[src/sv/rect_sum_point_set_table_core_defines.svh]
// Assertion macros shared by the RTL.
`ifndef RECT_SUM_POINT_SET_TABLE_CORE_DEFINES_SVH
`define RECT_SUM_POINT_SET_TABLE_CORE_DEFINES_SVH

`ifndef ASSERT_OFF
// Antecedent holds: consequent holds in the same cycle.
`define RSPTAB_ASSERT_IMP(lbl, clk, rst_n, ante, cons) \
    lbl: assert property (@(posedge clk) disable iff (!rst_n) (ante) |-> (cons)) \
        else $error("assertion failed");
// Antecedent holds: consequent holds in the next cycle.
`define RSPTAB_ASSERT_NXT(lbl, clk, rst_n, ante, cons) \
    lbl: assert property (@(posedge clk) disable iff (!rst_n) (ante) |=> (cons)) \
        else $error("assertion failed");
`else
`define RSPTAB_ASSERT_IMP(lbl, clk, rst_n, ante, cons)
`define RSPTAB_ASSERT_NXT(lbl, clk, rst_n, ante, cons)
`endif

`endif

[src/sv/rsptab_pkg.sv]
package rsptab_pkg;

    localparam int SIDE_DEF = 64;
    localparam int XW       = 6;
    localparam int VW       = 16;
    localparam int SUMW     = 28;
    localparam int SW       = 11;

    typedef struct packed {
        logic load;
        logic clr_step;
        logic set_wr;
        logic row_step;
        logic col_step;
        logic out_load;
    } t_cmd;

    typedef struct packed {
        logic set_ok;
        logic qry_empty;
        logic clr_last;
        logic set_last;
        logic row_active;
        logic row_odd;
        logic col_active;
    } t_sts;

endpackage

[src/sv/rsptab_ctrl.sv]
module rsptab_ctrl
    import rsptab_pkg::*;
(
    input  logic i_clk,
    input  logic i_rst_n,
    input  logic i_valid,
    input  logic i_kind,
    input  logic i_ready,
    input  t_sts i_sts,
    output t_cmd o_cmd,
    output logic o_ready,
    output logic o_valid
);

    typedef enum logic [2:0] {
        S_CLR, S_IDLE, S_SET_RD, S_SET_WR, S_ROW, S_COL, S_FIN
    } t_state;

    t_state r_state, n_state;
    logic   n_valid;

    assign o_ready = (r_state == S_IDLE);

    always_comb begin
        o_cmd   = '0;
        n_state = r_state;
        unique case (r_state)
            S_CLR: begin
                o_cmd.clr_step = 1'b1;
                if (i_sts.clr_last) begin
                    n_state = S_IDLE;
                end
            end
            S_IDLE: begin
                if (i_valid) begin
                    o_cmd.load = 1'b1;
                    if (!i_kind) begin
                        n_state = i_sts.set_ok ? S_SET_RD : S_IDLE;
                    end else begin
                        n_state = i_sts.qry_empty ? S_FIN : S_ROW;
                    end
                end
            end
            S_SET_RD: n_state = S_SET_WR;
            S_SET_WR: begin
                o_cmd.set_wr = 1'b1;
                n_state = i_sts.set_last ? S_IDLE : S_SET_RD;
            end
            S_ROW: begin
                if (!i_sts.row_active) begin
                    n_state = S_FIN;
                end else begin
                    o_cmd.row_step = 1'b1;
                    if (i_sts.row_odd) begin
                        n_state = S_COL;
                    end
                end
            end
            S_COL: begin
                if (i_sts.col_active) begin
                    o_cmd.col_step = 1'b1;
                end else begin
                    n_state = S_ROW;
                end
            end
            S_FIN: begin
                if (!o_valid || i_ready) begin
                    o_cmd.out_load = 1'b1;
                    n_state = S_IDLE;
                end
            end
            default: n_state = S_IDLE;
        endcase
    end

    always_comb begin
        n_valid = o_valid;
        if (o_valid && i_ready) begin
            n_valid = 1'b0;
        end
        if (o_cmd.out_load) begin
            n_valid = 1'b1;
        end
    end

    always_ff @(posedge i_clk) begin
        if (!i_rst_n) begin
            r_state <= S_CLR;
            o_valid <= 1'b0;
        end else begin
            r_state <= n_state;
            o_valid <= n_valid;
        end
    end

endmodule

[config.mk]
export PLATFORM = sky130hd
export DESIGN_NAME = rsptab_ctrl
export DESIGN_NICKNAME = d
export VERILOG_FILES = /design/src/sv/rect_sum_point_set_table_core_defines.svh /design/src/sv/rsptab_pkg.sv /design/src/sv/rsptab_ctrl.sv
export SDC_FILE = /design/constraint.sdc
export NUM_CORES = 1
export LEC_CHECK = 0
export ABC_AREA = 1
export BUFFER_PORTS_ARGS = -buffer_cell sky130_fd_sc_hd__buf_2
export CAP_MARGIN = 0
export CORE_AREA = 4 4 41 43
export CTS_CLUSTER_SIZE = 10
export DETAILED_ROUTE_END_ITERATION = 16
export DIE_AREA = 0 0 45 47
export PLACE_DENSITY = 0.68
export SYNTH_ARGS = -nofsm -noshare
export SYNTH_HDL_FRONTEND = slang
export SYNTH_SLANG_ARGS = --single-unit
[constraint.sdc]
create_clock -name i_clk -period 1.5 [get_ports i_clk]
set_input_delay 0.075 -clock i_clk [delete_from_list [all_inputs] [get_ports i_clk]]
set_output_delay 0.075 -clock i_clk [all_outputs]
set_load 0.005 [all_outputs]
======== Yosys cells after proc, flatten, opt, wreduce, memory -nomap -nowiden ========
Index checks and enable logic that the tools add are counted.
word-level totals
  register bits ........................... 4
  output and inout bits ................... 8
  word-level logic and storage cells ...... 42
cells by class
  eq/ne operators ......................... 11
  muxes and demuxes ....................... 23
  reduce and logical (&&, ||, !) cells .... 6
operators by type and width
  cell                                                                   count
  3-bit two-way mux                                                      7
  3-bit one-hot mux with 7 select lines                                  1
  1-bit two-way mux                                                      12
  3-bit equality test, second input constant                             3
  2-bit inequality test, second input constant                           4
  3-bit by 2-bit equality test with 1-bit output, second input constant  2
  2-bit two-way mux                                                      3
  5-bit AND reduction                                                    1
  3-bit by 1-bit equality test with 1-bit output, second input constant  1
  3-bit zero test                                                        1
  3-bit inequality test, second input constant                           1
  2-bit nonzero test                                                     1
  1-bit logical AND                                                      1
  1-bit zero test                                                        1
  1-bit logical OR                                                       1

======== Longest topological paths before layout ========
Gate-level depths: netlist of the first run.
  word-level depth ........................ 5
  mapped depth ............................ 10
  gate-level depth less buffers ........... 9

======== Least setup slack after synthesis of the first run ========
OpenSTA, ideal clock, no wires.
  kind .................................... register -> register
  from .................................... reg r_state[2]
  to ...................................... reg r_state[1]
  library setup time ...................... 0.114 ns
  arrival time ............................ 1.041 ns
  path slack .............................. 0.345 ns
  stages on the path, launching flop included .. 8
  path buffers ............................ 0
  clock period less this slack ............ 1.155 ns
  path through ............................ dfxtp_1 inv_2 nor3_2 nand2_1 nand3_2 nand2_1 nand2_1 nor2_2
on the way
  cells in the longest elaborated chain, start to end .. 3
  elaborated cells on any way between the ends .. 14
  classes of those cells .................. eq/ne (11); mux (1); reduce/logical (2)
ends and longest elaborated chain
  element                                                                                 line               source
  start, declared                                                                         rsptab_ctrl.sv:19  t_state r_state, n_state;
  start signal, assigned                                                                  rsptab_ctrl.sv:91  r_state <= n_state;
  3-bit equality test, or another cell as far along                                       rsptab_ctrl.sv:27  unique case (r_state)
  3-bit inequality test (no source line) / 2-bit inequality test (equally long branches)  n/a
  5-bit AND reduction (no source line)                                                    n/a
Parallel ways exist; a longest one is shown, timed or not.
A chain may end at the register's enable or synchronous reset.

======== Worst setup path in the final report of the first run ========
  from .................................... reg r_state[1]
  to ...................................... reg r_state[2]
Same word-level chain as after synthesis.

==> flow_results.org, run 1 <==
** Detailed routing
- Drt first-iter violations :: 5
- The pre-antenna-repair detailed-routing pass consisted of 4 iterations.
- In this run the remaining antenna-violating nets after routing total 0.
- Total routed wirelength :: around 1000 um
- Final routed wire length divided by cell count :: a little under 10 um
- The routed layout has 482 vias.
- For this run, design rule violations remaining after detail routing come to 0.
- In the routed layout, each cell is associated on average with a via count of 4.59.

** Finish
- Leaving out fill and tap cells, the most frequent cells in the layout are buf_2, nand2_1, nor2_1.
- Share of cells above drive strength 1 :: approximately two fifths
- Number of nets at the end of the flow :: 105
- Relative to the synthesized area, the layout overhead comes to 28.4%.
- Most common cell after layout, fill and taps aside :: buf_2
- After routing the design area is 538 um^2.
- Diodes inserted :: 0
- End-of-flow core utilization :: 41.3%

** Clock network
- Once the clock tree was built, the setup fixing pass inserted 0 buffers.
- TritonCTS built the clock tree.
- Number of buffers inserted for hold repair after clock tree synthesis :: 0
- The later pin in the worst-skew pair is clocked with a latency of 240 ps.
- Number of gates resized after cts :: 0
- CTS built an H-tree with a depth of 1.
- Clock tree buffer depth :: 2
- After clock tree synthesis, the clock-pin slew on the worst setup and hold paths is 40 ps.
- Buffers inserted during clock tree synthesis total 3.
- The root buffer cell chosen for the clock tree is clkbuf_4.
- Clock Sinks :: 4

** GRT
- The via count of the first global-routing pass is around 380.
- The first global-routing pass estimated around 1500 um of wire.
- Maximum number of pins on one net before global-route repair :: 10
- Number of antenna violations at the first check in global routing :: 0
- Global routing consumed, over all layers together, under 10% of the routing resources.
- The total overflow left after global routing is 0.

** STA
- The worst path uses 88.9% of the clock period.
- Hold WS :: 89.9 ps
- At the pin with the least slew margin, the transition time is 328 ps.
- The final-report max-slew violation count came to 0.
- Final hold violation count :: 0
- Unrepaired setup endpoints after global routing :: no
- Worst slew margin :: between 70% and 80%
- After routing, the total negative slack on setup checks comes to 0 ps.
- Setup violation total in the final timing report :: 0
- The worst path needs 1330 ps of the cycle, external delays included.
- Layout Skew :: 2.77 ps
- Static timing analysis puts the maximum clock frequency at roughly 750 MHz.

** Die
- The floorplan step defined a die boundary enclosing about 0.0021 mm^2.
- Effective utilization at floorplan :: between 30% and 40%
- The floorplan step defined a core boundary enclosing around 0.0013 mm^2.
- The die is between 40 and 50 um tall.
- During I/O placement, the number of pins put on the boundary was 20.
- The floorplan step set the die width to about 45 um.
- The floorplan has 13 rows.

** Critical path
- STA classifies the critical path endpoint as a flip-flop.
- Traced cell by cell, the critical path runs through inv_2 -> ha_1 -> nand2_1 -> inv_1 -> nor2_1 -> nor2_1 -> nor2_1.
- Maximum fanout along the worst path :: 9
- Worst setup SP type :: flip-flop
- Crit-path most repeated cell :: nor2_1
- The largest single stage delay on the critical path is 500 ps.
- The critical path contains buffers and inverters numbering 2 combined.
- Broken down by cell family, the worst path's largest delay share belongs to flip-flops.
- Critical path arrival :: 1510 ps
- Among all stages on the critical path, the largest delay is contributed by dfxtp_1.
- For the worst setup path, the data required time is 1670 ps.
- The worst setup path is of the reg -> reg kind.

** Yosys
- Cell type with the highest aggregate area in the netlist :: dfxtp_1
- In the post-synthesis netlist, the biggest area contributors are dfxtp_1, nand2_1, nor2_1.
- Mapped Nets :: 83
- Sequential area share after synthesis :: 19.1%
- Post-synthesis cell count :: 70
- Ys Warns :: 0
- Summed over its instances, the top area cell type makes up 19.1% of the synthesized netlist area.
- A synthesized cell averages around 6.0 um^2.
- Synthesized cell area :: 419 um^2
- Flop and latch count out of synthesis :: 4
- The netlist uses 22 different library cells.

** Power and ir drop
- Summed over all cells, the static leakage comes to ~0.31 nW.
- In this run the power density over the cells is 1670 mW/mm^2.
- Worst-case vdd ir drop :: approximately 0.79 mV

** Placed design
- The congestion estimate from routability-driven global placement came to 0.839.
- Number of buffers added on ports :: 19
- HPWL after DPL :: 808 um
- Post-place instance area :: 514 um^2

** Job
- Max-cap violations :: 0

** Min path
- Min-Delay Path Class :: in -> reg

** Run status
- The flow ran to the end, and the final reports show no timing, DRC or antenna violations.
==> stage by stage <==
stage	std cells	power, mW	setup slack, ps
6_report	105	0.897	166
2_1_floorplan	70	0.627	345
3_3_place_gp	102	0.754	172
5_1_grt	105	0.993	36.2
3_5_place_dp	102	0.751	185
4_1_cts	105	0.898	88.4
==> registers in the layout, indices dropped and copies added (netlist names) <==
| signal | count |
|---|---|
| r_state | 3 |
| o_valid | 1 |
==> per-layer routing <==
| layer | vias up | track usage [%] | part of all wire [%] |
|---|---|---|---|
| met3 | 0 | 4.60 | 11 |
| met5 | - | 0 | 0 |
| met4 | 0 | 1.75 | 0 |
| met1 | 199 | 11.8 | 45 |
| li1 | 261 | - | - |
| met2 | 22 | 15.5 | 44 |
==> cell families (layout without fill, tap and decap cells) <==
family          after synthesis  after routing  share of synthesized area [%]
fa+ha+maj                     1              1                           2.98
flops                         4              4                           19.1
simple gates                 46             46                           54.3
compound gates                5              5                           8.06
buf+inv                      14             34                           15.5
==> tightest hold or removal path, delay by kind of cell <==
family	cells	cell delay (ps)
buf+inv	1	120
simple gates	2	90
==> worst paths after layout <==
check | start | to | slack [ps] | depth (start not counted)
worst min register to register | o_valid | o_valid | 560 | 2
worst min-delay path | i_rst_n | r_state[2] | 90 | 3
worst max-delay path | r_state[1] | r_state[2] | 170 | 7
worst max register to register | r_state[1] | r_state[2] | 170 | 7
==> synth_stat cells (all sizes together) <==
master / instances
nor2: 18
nand2: 17
inv: 11
nand3: 5
dfxtp: 4
nor3: 3
a21oi: 2
buf: 2
nand4: 2
a21boi: 1
clkinv: 1
ha: 1
nand3b: 1
o2111ai: 1
o211ai: 1
==> power by group <==
part / internal (mW) / total (mW) / switching (mW)
sequential: 0.146 / 0.234 / 0.0878
combinational: 0.209 / 0.522 / 0.313
clock: 0.0900 / 0.141 / 0.0510
==> final cells by class <==
| class | instances | area, um^2 |
|---|---|---|
| well taps | 15 | 18.8 |
| multi-input cells | 52 | 274 |
| fillers | 148 | 763 |
| repair buffers | 19 | 95.1 |
| inverters | 12 | 46.3 |
| flip-flops and latches | 4 | 81.3 |
| clock buffers | 3 | 22.5 |
(Power assumes the default switching activity.)
==> run 2: changes to the inputs <==
--- a/config.mk
+++ b/config.mk
@@ -5,7 +5,6 @@
 export SDC_FILE = /design/constraint.sdc
 export NUM_CORES = 1
 export LEC_CHECK = 0
-export ABC_AREA = 1
 export BUFFER_PORTS_ARGS = -buffer_cell sky130_fd_sc_hd__buf_2
 export CAP_MARGIN = 0
 export CORE_AREA = 4 4 41 43
@@ -13,6 +12,7 @@
 export DETAILED_ROUTE_END_ITERATION = 16
 export DIE_AREA = 0 0 45 47
 export PLACE_DENSITY = 0.68
+export SETUP_SLACK_MARGIN = 0.4
 export SYNTH_ARGS = -nofsm -noshare
 export SYNTH_HDL_FRONTEND = slang
 export SYNTH_SLANG_ARGS = --single-unit
==> flow_results.org, run 2 <==
** Clock network
- The number of clock sinks is 4 (unchanged).
- TritonCTS clock tree :: yes (unchanged)
- Cts bufs inserted :: 3 (unchanged)
- The deepest clock path buffer count came to 2 (unchanged).
- The latest clock arrival within the worst-skew pair came to 240 ps (about the same).
- Clock-pin slew on the worst setup and hold paths :: 40 ps (about the same)
- The clock tree root driver cell was clkbuf_4 (unchanged).
- The number of levels the H-tree was split into is 1 (unchanged).
- Number of buffers inserted for hold repair after clock tree synthesis :: 0 (unchanged)

** Yosys
- The post-synthesis instance total came to 56 (was 70).
- The count of yosys warnings during synthesis came to 0 (unchanged).
- The average cell area after synthesis is 7.53 um^2 (was 5.99 um^2).
- Top post-synthesis cells by area: dfxtp_1, mux2_1, nor3_1 (was dfxtp_1, nand2_1, nor2_1).
- The fraction of synthesis flops using an asynchronous set or reset pin came to 0% (unchanged).
- The unique cell type count in the Yosys netlist was 34 (was 22).
- The prevailing post-synth register cell is dfxtp_1 (unchanged).
- The number of synthesized flops with an enable pin came to 0 (unchanged).
- The area fraction of the dominant cell type after synthesis was 19.0% (was 19.1%).
- Flop and latch count out of synthesis :: 4 (unchanged)
- Mapped Nets :: 69 (was 83)
- The sequential-to-total area share from yosys stat came to 19.0% (was 19.1%).
- The cell type contributing the most total cell area after synthesis is dfxtp_1 (unchanged).
- The post-synthesis cell area came to 422 um^2 (was 419 um^2).
- Synth top cells by count :: dfxtp_1, nor2_1, nor3_1 (was nand2_1, nor2_1, inv_1)

** GRT
- Global-route wire length before repair :: 2230 um (was 1460 um)
- Via count of the first global-routing pass :: 519 (was 376)
- Overflow left after global routing :: 0 (unchanged)
- The overall global routing resource usage came to 14.4% (was 9.64%).
- Number of antenna violations at the first check in global routing :: 0 (unchanged)
- The pin count of the biggest net entering global routing was 10 (unchanged).

** Critical path
- Critical path arrival :: 1250 ps (was 1510 ps)
- The endpoint type of the worst setup path was a primary output (was flip-flop).
- The category of the worst setup path launch point is a flip-flop (unchanged).
- Maximum fanout along the worst path :: 8 (was 9)
- The data required time of the worst path was 1420 ps (was 1670 ps).
- The category of the critical setup timing path is reg -> out (was reg -> reg).

** Detailed routing
- Via-to-Cell Ratio :: 5.37 (was 4.59)
- The DRC violations left was 0 (unchanged).
- The wire length per cell is 13.4 um (was 9.63 um).
- The count of TritonRoute iterations in the first routing pass came to 4 (unchanged).
- Total routed wirelength :: 1340 um (was 1010 um)
- Number of routed nets with antenna violations :: 0 (unchanged)
- The detailed router's first-iteration violation count was 12 (was 5).
- The count of vias placed by the detailed router was 537 (was 482).

** Power and ir drop
- Cell leakage power :: 0.309 nW (was 0.307 nW)
- The power density over cell area was 1930 mW/mm^2 (was 1670 mW/mm^2).
- Worst-case vdd ir drop :: 1.00 mV (was 0.788 mV)

** Finish
- The share of cells above drive strength 1 came to 55.3% (was 41.1%).
- The number of standard cells in the final layout excluding fillers is 100 (was 105).
- The area overhead of the layout relative to synthesis was 65.9% (was 28.4%).
- The antenna cell count is 0 (unchanged).
- Largest registers in the final layout :: r_state x3, o_valid x1 (unchanged)
- Leading cell types in the layout, fill and taps excluded :: buf_2, buf_4, nor2_1, buf_6 (was buf_2, nand2_1, nor2_1)
- Number of nets at the end of the flow :: 100 (was 105)
- The number of flip-flops under the largest register name was 3 (unchanged).
- The end-of-flow core utilization came to 53.8% (was 41.3%).
- Fillers :: 131 (was 148)
- Top register by number of flip-flops :: r_state (unchanged)
- Most common cell after layout, fill and taps aside :: buf_2 (unchanged)

** Die
- The width of the die is 45 um (unchanged).
- Effective utilization at floorplan :: 32.4% (was 32.2%)
- Core region area :: 0.00130 mm^2 (unchanged)
- Floorplan row count :: 13 (unchanged)
- Die extent in y :: 47 um (unchanged)
- The die area was 0.00212 mm^2 (unchanged).
- The number of top-level pins came to 20 (unchanged).

** STA
- The upper clock frequency limit is 755 MHz (was 750 MHz).
- The final-report max-slew violation count is 0 (unchanged).
- The headroom to the max-slew limit was 76.6% (was 78.1%).
- Final worst-path cycle share :: 88.3% (was 88.9%)
- The post-layout minimum cycle time came to 1330 ps (about the same).
- The count of final hold-check violations was 0 (unchanged).
- Unrepaired setup endpoints after global routing :: yes (was no)
- The setup-violating endpoint count in the final report is 0 (unchanged).
- Tightest Pin Transition :: 351 ps (was 328 ps)
- The final clock skew came to 4.23 ps (was 2.77 ps).

** Placed design
- The count of port buffers added during placement came to 19 (unchanged).
- The half-perimeter wire length after detailed placement was 877 um (was 808 um).
- Final RePlAce weighted congestion :: 0.838 (was 0.839)
- Inst Count DP :: 88 (was 102)

** Min path
- The worst hold path class is in -> reg (unchanged).

** Run status
- Result of the run: complete, no violations (unchanged).

** Job
- Max-cap violations :: 0 (unchanged)
[run 2: layout make-up]
cell class | instances | area (um^2) | area share (%)
inverter | 3 | 13.8 | 1.97
timing repair buffer | 30 | 193 | 27.5
sequential | 4 | 91.3 | 13.1
clock buffer | 3 | 22.5 | 3.22
tap | 15 | 18.8 | 2.68
multi-input combinational | 45 | 360 | 51.5
[run 2: critical path, cell delays in order, from the launching register on]
cell     delay [ps]
dfxtp_4         370
buf_6           140
nor3b_4         240
and2_1          160
buf_2           100
[run 2: path summary, 6_finish.rpt]
check	depth (start not counted)	to	from	slack [ps]
max	4	o_cmd[5]	r_state[2]	170
min	3	r_state[2]	i_rst_n	90
max reg2reg	5	r_state[1]	r_state[2]	170
min reg2reg	2	o_valid	o_valid	490
[run 2: repair_timing]
| action | in CTS | in global routing |
|---|---|---|
| gates resized for setup | 20 | 2 |
| buffers inserted | 5 | 4 |
| endpoints found under the setup margin | 11 | 10 |
| cloned | 0 | 0 |
| pin swaps | 5 | 5 |
[run 2: stage by stage]
| stage | TNS (ps) | setup slack, ps | cell area, um^2 | power, mW | hold WS [ps] |
|---|---|---|---|---|---|
| final | 0 | 175 | 699 | 1.35 | 88.8 |
| after global routing | 0 | 103 | 699 | 1.46 | 107 |
| after detailed placement | -12.1 | -12.1 | 536 | 0.863 | 349 |
| after global placement | 0 | 47.9 | 536 | 0.854 | 342 |
| after CTS | 0 | 190 | 662 | 1.25 | 94.9 |
| after floorplan | 0 | 223 | 438 | 0.705 | 204 |
[run 2: cells by family after synthesis]
kind of cell | count (synthesis) | synth area share, %
AO/OA/AOI/OAI | 16 | 25.8
multiplexers | 2 | 5.34
adder cells (fa/ha/maj) | 1 | 2.97
AND/OR/NAND/NOR | 26 | 36.8
buffers and inverters | 7 | 10.1
flip-flops | 4 | 19.0
[run 2: report_power, final]
group	leakage (nW)	internal, mW	switching [mW]
Combinational	0.261	0.503	0.428
Clock	0.0138	0.0897	0.0464
Sequential	0.0348	0.172	0.108
[run 2: layer usage]
metal / GRT usage [%] / part of all wire (%) / up-vias
li1: - / - / 266
met1: 17.8 / 40 / 249
met2: 26.0 / 53 / 20
met3: 0 / 5.7 / 2
met4: 7.02 / 1.3 / 0
met5: 0 / 0 / -
